`config.mk`:
```
export PLATFORM = sky130hd
export DESIGN_NAME = distance_percent_median_alarm_core
export DESIGN_NICKNAME = d
export VERILOG_FILES = /design/src/rtl/core/dpma_pkg.sv /design/src/rtl/core/distance_percent_median_alarm_core.sv /design/src/rtl/core/dpma_pct.sv /design/src/rtl/core/dpma_cell.sv
export SDC_FILE = /design/constraint.sdc
export NUM_CORES = 1
export LEC_CHECK = 0
export ABC_AREA = 1
export BUFFER_PORTS_ARGS = -buffer_cell sky130_fd_sc_hd__buf_2
export CORE_MARGIN = 1.5
export CORE_UTILIZATION = 45
export CTS_BUF_LIST = sky130_fd_sc_hd__clkbuf_8 sky130_fd_sc_hd__clkbuf_16
export DETAILED_ROUTE_END_ITERATION = 16
export SYNTH_ARGS = -nofsm -noshare
export SYNTH_HDL_FRONTEND = slang
export SYNTH_SLANG_ARGS = --single-unit
```
`constraint.sdc`:
```
create_clock -name clk -period 6.9 [get_ports clk]
set_clock_uncertainty 0.15 [all_clocks]
set_input_delay 0.69 -clock clk [delete_from_list [all_inputs] [get_ports clk]]
set_output_delay 0.69 -clock clk [all_outputs]
set_load 0.02 [all_outputs]
```
`src/rtl/core/dpma_pkg.sv`:
```
// Shared types and constants for the distance percent median alarm core.
package dpma_pkg;

  localparam int DistW = 9;
  localparam int PctW  = 7;
  localparam int QuoW  = 16;
  localparam int CntDivW = 4;

  localparam logic [PctW-1:0] PctFull   = 7'd100;
  localparam logic [PctW-1:0] EmptyCode = 7'd127;
  localparam logic [15:0]     DistanceMax = 16'd400;

  localparam logic [DistW-1:0] NearReset  = 9'd50;
  localparam logic [DistW-1:0] FarReset   = 9'd250;
  localparam logic [PctW-1:0]  AlarmReset = 7'd50;

  localparam logic [1:0] RegNear  = 2'd0;
  localparam logic [1:0] RegFar   = 2'd1;
  localparam logic [1:0] RegAlarm = 2'd2;

  typedef enum logic [1:0] {
    ST_IDLE,
    ST_CALC,
    ST_EMIT
  } state_t;

  typedef struct packed {
    logic            done;
    logic [PctW-1:0] value;
  } pct_res_t;

  typedef struct packed {
    logic [PctW-1:0] value;
    logic            gt;
  } cell_link_t;

endpackage

```
`src/rtl/core/distance_percent_median_alarm_core.sv`:
```
// Top level: percent conversion, sorted batch chain, median and alarm output.
//
//  channel | direction | handshake            | payload
//  in      | input     | in_valid / in_stall  | distance_cm[8:0]
//  out     | output    | out_valid / out_stall| median_percent[6:0], alarm
//  cfg     | input     | psel/penable/pwrite  | paddr[3:0], pwdata, prdata
//
// A word runs through the 16-step serial divider before the next word is
// accepted. No echo, out of range, below near or a bad span skip the
// divider. The last word of a batch adds the emit state to load the output
// register and clear the chain, and waits there while a previous result is
// still stalled. rst is synchronous and empties the chain.
module distance_percent_median_alarm_core import dpma_pkg::*; #(
  parameter int WINDOW = 51
) (
  input  logic             clk,
  input  logic             rst,
  input  logic             in_valid,
  output logic             in_stall,
  input  logic [DistW-1:0] distance_cm,
  output logic             out_valid,
  input  logic             out_stall,
  output logic [PctW-1:0]  median_percent,
  output logic             alarm,
  input  logic             psel,
  input  logic             penable,
  input  logic             pwrite,
  input  logic [3:0]       paddr,
  input  logic [31:0]      pwdata,
  output logic [31:0]      prdata,
  output logic             pready
);

  localparam int CntW = $clog2(WINDOW);

  state_t            state;
  state_t            state_next;
  logic [CntW-1:0]   count;
  logic [DistW-1:0]  near_cm;
  logic [DistW-1:0]  far_cm;
  logic [PctW-1:0]   alarm_level;
  logic              accept;
  logic              load_out;
  logic              last;
  pct_res_t          res;
  cell_link_t        cl [WINDOW];
  cell_link_t        head;
  logic              cfg_wr;

  assign pready = 1'b1;
  assign cfg_wr = psel && penable && pwrite;

  always_ff @(posedge clk) begin
    if (rst) begin
      near_cm     <= NearReset;
      far_cm      <= FarReset;
      alarm_level <= AlarmReset;
    end else if (cfg_wr) begin
      case (paddr[3:2])
        RegNear:  near_cm     <= pwdata[DistW-1:0];
        RegFar:   far_cm      <= pwdata[DistW-1:0];
        RegAlarm: alarm_level <= pwdata[PctW-1:0];
        default: ;
      endcase
    end
  end

  always_comb begin
    case (paddr[3:2])
      RegNear:  prdata = 32'(near_cm);
      RegFar:   prdata = 32'(far_cm);
      RegAlarm: prdata = 32'(alarm_level);
      default:  prdata = '0;
    endcase
  end

  assign last = count == CntW'(WINDOW - 1);

  always_comb begin
    state_next = state;
    case (state)
      ST_IDLE: if (accept) state_next = ST_CALC;
      ST_CALC: if (res.done) state_next = last ? ST_EMIT : ST_IDLE;
      ST_EMIT: if (load_out) state_next = ST_IDLE;
      default: state_next = ST_IDLE;
    endcase
  end

  always_comb begin
    in_stall = state != ST_IDLE;
    accept   = in_valid && (state == ST_IDLE);
    load_out = (state == ST_EMIT) && (!out_valid || !out_stall);
  end

  always_ff @(posedge clk) begin
    if (rst) begin
      state     <= ST_IDLE;
      count     <= '0;
      out_valid <= 1'b0;
    end else begin
      state <= state_next;
      if (res.done) begin
        count <= last ? '0 : count + 1'b1;
      end
      if (load_out) begin
        out_valid <= 1'b1;
      end else if (!out_stall) begin
        out_valid <= 1'b0;
      end
    end
  end

  always_ff @(posedge clk) begin
    if (load_out) begin
      median_percent <= cl[WINDOW/2].value;
      alarm          <= cl[WINDOW/2].value >= alarm_level;
    end
  end

  dpma_pct u_pct (
    .clk         (clk),
    .rst         (rst),
    .start       (accept),
    .distance_cm (distance_cm),
    .near_cm     (near_cm),
    .far_cm      (far_cm),
    .res         (res)
  );

  assign head.value = EmptyCode;
  assign head.gt    = 1'b0;

  for (genvar i = 0; i < WINDOW; i++) begin : g_cell
    dpma_cell u_cell (
      .clk    (clk),
      .rst    (rst),
      .clear  (load_out),
      .insert (res.done),
      .x      (res.value),
      .left   ((i == 0) ? head : cl[(i == 0) ? 0 : i - 1]),
      .right  (cl[i])
    );
  end

  a_accept_calc: assert property (@(posedge clk) disable iff (rst)
    accept |=> state == ST_CALC)
    else $error("accepted word did not start a conversion");

  a_done_in_calc: assert property (@(posedge clk) disable iff (rst)
    res.done |-> state == ST_CALC)
    else $error("converter finished outside a conversion");

  a_full_at_emit: assert property (@(posedge clk) disable iff (rst)
    state == ST_EMIT |-> cl[WINDOW-1].value <= PctFull)
    else $error("chain not full when emitting a median");

  a_rose_from_emit: assert property (@(posedge clk) disable iff (rst)
    $rose(out_valid) |-> $past(state == ST_EMIT))
    else $error("result appeared without a finished batch");

  a_count_range: assert property (@(posedge clk) disable iff (rst)
    {1'b0, count} < (CntW + 1)'(WINDOW))
    else $error("sample count past batch size");

endmodule

```
`src/rtl/core/dpma_pct.sv`:
```
// Distance to inverted percent converter with a bit-serial restoring divider.
module dpma_pct import dpma_pkg::*; (
  input  logic             clk,
  input  logic             rst,
  input  logic             start,
  input  logic [DistW-1:0] distance_cm,
  input  logic [DistW-1:0] near_cm,
  input  logic [DistW-1:0] far_cm,
  output pct_res_t         res
);

  logic               busy;
  logic               done;
  logic [CntDivW-1:0] cnt;
  logic [DistW-1:0]   rem;
  logic [DistW-1:0]   rem_next;
  logic [QuoW-1:0]    quo;
  logic [QuoW-1:0]    quo_next;
  logic [DistW-1:0]   span;
  logic [PctW-1:0]    value;
  logic [DistW:0]     rem_sh;
  logic               ge;
  logic [PctW-1:0]    clip;
  logic               special;
  logic               last;
  logic [QuoW-1:0]    prod;

  always_comb begin
    special = (distance_cm == '0) || (16'(distance_cm) > DistanceMax) ||
              (far_cm <= near_cm) || (distance_cm < near_cm);
    prod    = QuoW'(distance_cm - near_cm) * QuoW'(PctFull);
    rem_sh  = {rem, quo[QuoW-1]};
    ge      = rem_sh >= {1'b0, span};
    rem_next = ge ? DistW'(rem_sh - {1'b0, span}) : rem_sh[DistW-1:0];
    quo_next = {quo[QuoW-2:0], ge};
    clip    = (quo_next > QuoW'(PctFull)) ? PctFull : quo_next[PctW-1:0];
    last    = cnt == CntDivW'(QuoW - 1);
  end

  always_ff @(posedge clk) begin
    if (rst) begin
      busy <= 1'b0;
      done <= 1'b0;
      cnt  <= '0;
    end else begin
      done <= (start && special) || (!start && busy && last);
      if (start) begin
        cnt  <= '0;
        busy <= !special;
      end else if (busy) begin
        cnt <= cnt + 1'b1;
        if (last) begin
          busy <= 1'b0;
        end
      end
    end
  end

  always_ff @(posedge clk) begin
    if (start) begin
      if (special) begin
        value <= PctFull;
      end else begin
        quo  <= prod;
        rem  <= '0;
        span <= far_cm - near_cm;
      end
    end else if (busy) begin
      rem <= rem_next;
      quo <= quo_next;
      if (last) begin
        value <= PctFull - clip;
      end
    end
  end

  assign res.done  = done;
  assign res.value = value;

endmodule

```
`src/rtl/core/dpma_cell.sv`:
```
// One cell of the insertion sort chain; empty cells hold the top code.
module dpma_cell import dpma_pkg::*; (
  input  logic            clk,
  input  logic            rst,
  input  logic            clear,
  input  logic            insert,
  input  logic [PctW-1:0] x,
  input  cell_link_t      left,
  output cell_link_t      right
);

  logic [PctW-1:0] value;
  logic            gt;

  assign gt = value > x;

  always_ff @(posedge clk) begin
    if (rst || clear) begin
      value <= EmptyCode;
    end else if (insert && gt) begin
      value <= left.gt ? left.value : x;
    end
  end

  assign right.value = value;
  assign right.gt    = gt;

endmodule
```
==> results.yml <==
setup_path:
  start_kind: "flip-flop"
  crit_top_cell: "ha_1"
  ff2ff_setup_slack_ns: 2.21
  r2r_end: "u_pct.quo[15]$_DFFE_PP_"
  max_stage_delay_ns: 0.50
  worstSetupPathType: "reg2reg"
  endpoint_kind: "flip-flop"
  crit_required_ns: 7.02
  path_cells: "ha_1 -> inv_1 -> fa_1 -> nand3_1 -> nand2_1 -> a21o_1 -> a21oi_4 -> xnor2_2 -> ha_1 -> ha_1 -> inv_1 -> fa_1 -> inv_1 -> ha_1 -> a21o_1 -> nand3_1 -> nand4_1 -> xor2_1 -> or2_1 -> nand3_1 -> nand2_1"
  r2r-start: "near_cm[0]$_SDFFE_PP0P_"
  cp_num_buf_inv: 3
  critPathMaxFanout: 4
  reg2reg_depth: 21
  critPathTopFamily: "adder cells"
  critPathArrivalTime_ns: 4.81
  critPathSlowestCell: "fa_1"
floorplanning:
  die_w_um: 204
  fp-row-count: 73
  dieArea_um2: 41400
  ioPinCount: 95
  initial_core_util_pct: 45.5
  die_h_um: 204
  core_um2: 39700
cts:
  clkTransAtPathRegs_ns: 0.05
  cts_buffers: 34
  cts_sinks: 271
  clock-root-buffer: "clkbuf_16"
  clkLatencyLatePin_ns: 0.52
  cts_setup_buffers: 0
  cts_buffer_depth: 3
  cts_resized: 0
  htreeDepth: 2
  ctsHoldBuffers: 0
  cts_tree: "yes"
route:
  drtAntennaViolNets: 0
  dr.pass1.iters: 6
  via_per_inst: 5.46
  wirelength_mm: 44.9
  drc: 0
  drtIter0Drc: 814
  vias: 15484
  routedWlPerCell_um: 15.8
grt:
  grt_pass1_vias: 14669
  grt_pass1_wl_mm: 74.6
  grt_max_degree: 92
  track_usage_pct: 22.0
  overflow: 0
  grt_antenna_before_repair: 0
layout:
  drive_gt1_share_pct: 8.26
  final_net_count: 2599
  fin_area_um2: 19600
  syn2layout_area_growth_pct: 8.36
  num_antenna_cells: 0
logic_synthesis:
  syn_area_um2: 18100
  synthCells: 2279
  avgSynthCellArea_um2: 7.94
  synth-seq-area-share_pct: 32.7
  ys_warn_count: 0
  synth_area_leader_cell: "dfxtp_1"
  synth_edf_count: 49
  yosys-top-cells-area: "dfxtp_1 25%, ha_1 17%, nand2_1 9.3%"
  synth_cell_types: 59
  async_flop_share_pct: 0
  synth_flop_cell: "dfxtp_1"
  ys_ff_latch: 271
  yosys.area.top_type_share_pct: 24.6
sta:
  max_freq_mhz: 213
  hold_viol_final: 0
  setup_viol: 0
  setup_tns_ns: 0
  holdWs_ns: 0.264
  slew_headroom_pct: 24.1
  worst_slew_pin_slew_ns: 1.14
  fin_crit_sh_pct: 67.9
  report.final.slew_viol_count: 0
  fin_crit_ns: 4.69
  rsz0062_at_grt: "no"
run:
  maxCapViolations: 0
place:
  io_buffers: 45
  place_hpwl_mm: 30.9
  place.gp.congestion: 0.852
  placed_area_um2: 18600
outcome:
  status: "completed"
min_path:
  hold_depth: 3
  hold_end: "far_cm[7]$_SDFFE_PP1P_"
  hp-start: "pwdata[7]"
  hold_path.class: "in2reg"
power_and_ir_drop:
  leakagePower_nw: 8.77
  peakVddDrop_v: 0.000125
  p_per_area_nw_per_um2: 255
per-stage QoR:
| stage | std cells | total power [mW] | util, % | setup WS [ns] |
|---|---|---|---|---|
| detailed placement | 2777 | 3.36 | 46.7 | 1.87 |
| floorplan | 2301 | 3.05 | - | 2.24 |
| global route | 2837 | 5.36 | 49.3 | 1.90 |
| global placement | 2777 | 3.31 | 46.7 | 1.91 |
| finish | 2837 | 5.00 | 49.3 | 2.21 |
| CTS | 2837 | 5.06 | 49.3 | 2.22 |
Yosys cell counts (7+ instances only):
master	number
nand2_1	446
ha_1	248
dfxtp_1	222
a21oi_1	219
inv_1	179
o21ai_0	162
nand3_1	148
o211ai_1	135
nor2_1	88
edfxtp_1	49
o21ai_1	43
buf_2	39
nand4_1	37
clkbuf_1	33
buf_4	27
xor2_1	25
nor2_4	18
o221ai_1	18
inv_2	17
fa_1	11
xnor2_1	11
nand2_2	10
nor2_2	10
a21o_1	7
power by group:
part	internal, mW	switching [mW]	leakage (nW)
registers	1.76	0.111	2.28
logic	0.530	0.927	5.92
clock network	0.986	0.692	0.568
total	3.27	1.73	8.77
worst register-to-register path, cell delays in order (launching register included):
cell     delay [ns]
dfxtp_1        0.46
ha_1           0.23
inv_1          0.08
fa_1           0.40
nand3_1        0.10
nand2_1        0.13
a21o_1         0.21
a21oi_4        0.17
xnor2_2        0.16
ha_1           0.28
ha_1           0.28
inv_1          0.05
fa_1           0.50
inv_1          0.04
ha_1           0.34
a21o_1         0.21
nand3_1        0.07
nand4_1        0.11
xor2_1         0.16
or2_1          0.21
nand3_1        0.06
nand2_1        0.05
per-layer routing:
layer	GRT usage (%)	routed length, µm	vias up
met5	0	0	-
met4	5.56	818	0
met3	2.78	1590	52
met2	36.8	21000	259
met1	29.8	21500	7183
li1	-	-	7990
layout by cell type, fill, tap and decap left out, drive strengths merged, types with 4 or more instances in the layout:
master,Yosys,layout
a21o,7,7
a21oi,226,226
a31oi,4,4
buf,76,61
clkbuf,34,38
clkinv,2,9
conb,2,24
dfxtp,222,222
edfxtp,49,49
fa,11,11
ha,248,248
inv,196,210
nand2,457,457
nand3,150,150
nand4,37,37
nor2,116,116
nor3,7,7
nor4,4,4
o211ai,138,138
o21a,4,4
o21ai,206,206
o221ai,18,18
o2bb2ai,4,4
or2,4,4
xnor2,12,12
xor2,25,25
how the worst max path moves through the flow:
stage / startpoint / to / slack, ns / cells after the start
2_1_floorplan: distance_cm[0] / u_pct.quo[15]$_DFFE_PP_ / 2.24 / 22
3_5_place_dp: distance_cm[0] / u_pct.quo[15]$_DFFE_PP_ / 1.87 / 23
5_1_grt: near_cm[0]$_SDFFE_PP0P_ / u_pct.quo[15]$_DFFE_PP_ / 1.90 / 21
3_3_place_gp: distance_cm[0] / u_pct.quo[15]$_DFFE_PP_ / 1.91 / 23
6_report: near_cm[0]$_SDFFE_PP0P_ / u_pct.quo[15]$_DFFE_PP_ / 2.21 / 21
4_1_cts: near_cm[0]$_SDFFE_PP0P_ / u_pct.quo[15]$_DFFE_PP_ / 2.22 / 21
registers in the layout, indices dropped and copies added (netlist names), 2 cells and up:
signal and flops:
alarm_level 7, count 6, far_cm 9, g_cell.u_cell.value 182, median_percent 7, near_cm 9
state 2, u_pct.cnt 4, u_pct.quo 16, u_pct.rem 9, u_pct.span 9, u_pct.value 7
layout make-up:
cell class	instances	area [µm²]
clock inverters	22	123
clock buffers	38	917
fillers	3922	20100
repair buffers	61	345
flip-flops and latches	271	5920
inverters	198	743
well taps	525	657
multi-input cells	1722	10900
cell families (layout without fill, tap and decap cells):
family                     after synthesis  after routing  synth area share, %
DFF                                    271            271                 32.7
buffers and inverters                  308            319                 7.54
AOI/OAI and AO/OA                      617            617                 20.2
other                                    2             24               0.0415
adders and majority gates              259            259                 18.4
and+or+nand+nor                        785            785                 19.3
xor gates and xnor gates                37             37                 1.83
Power figures use the tool's default switching activity.
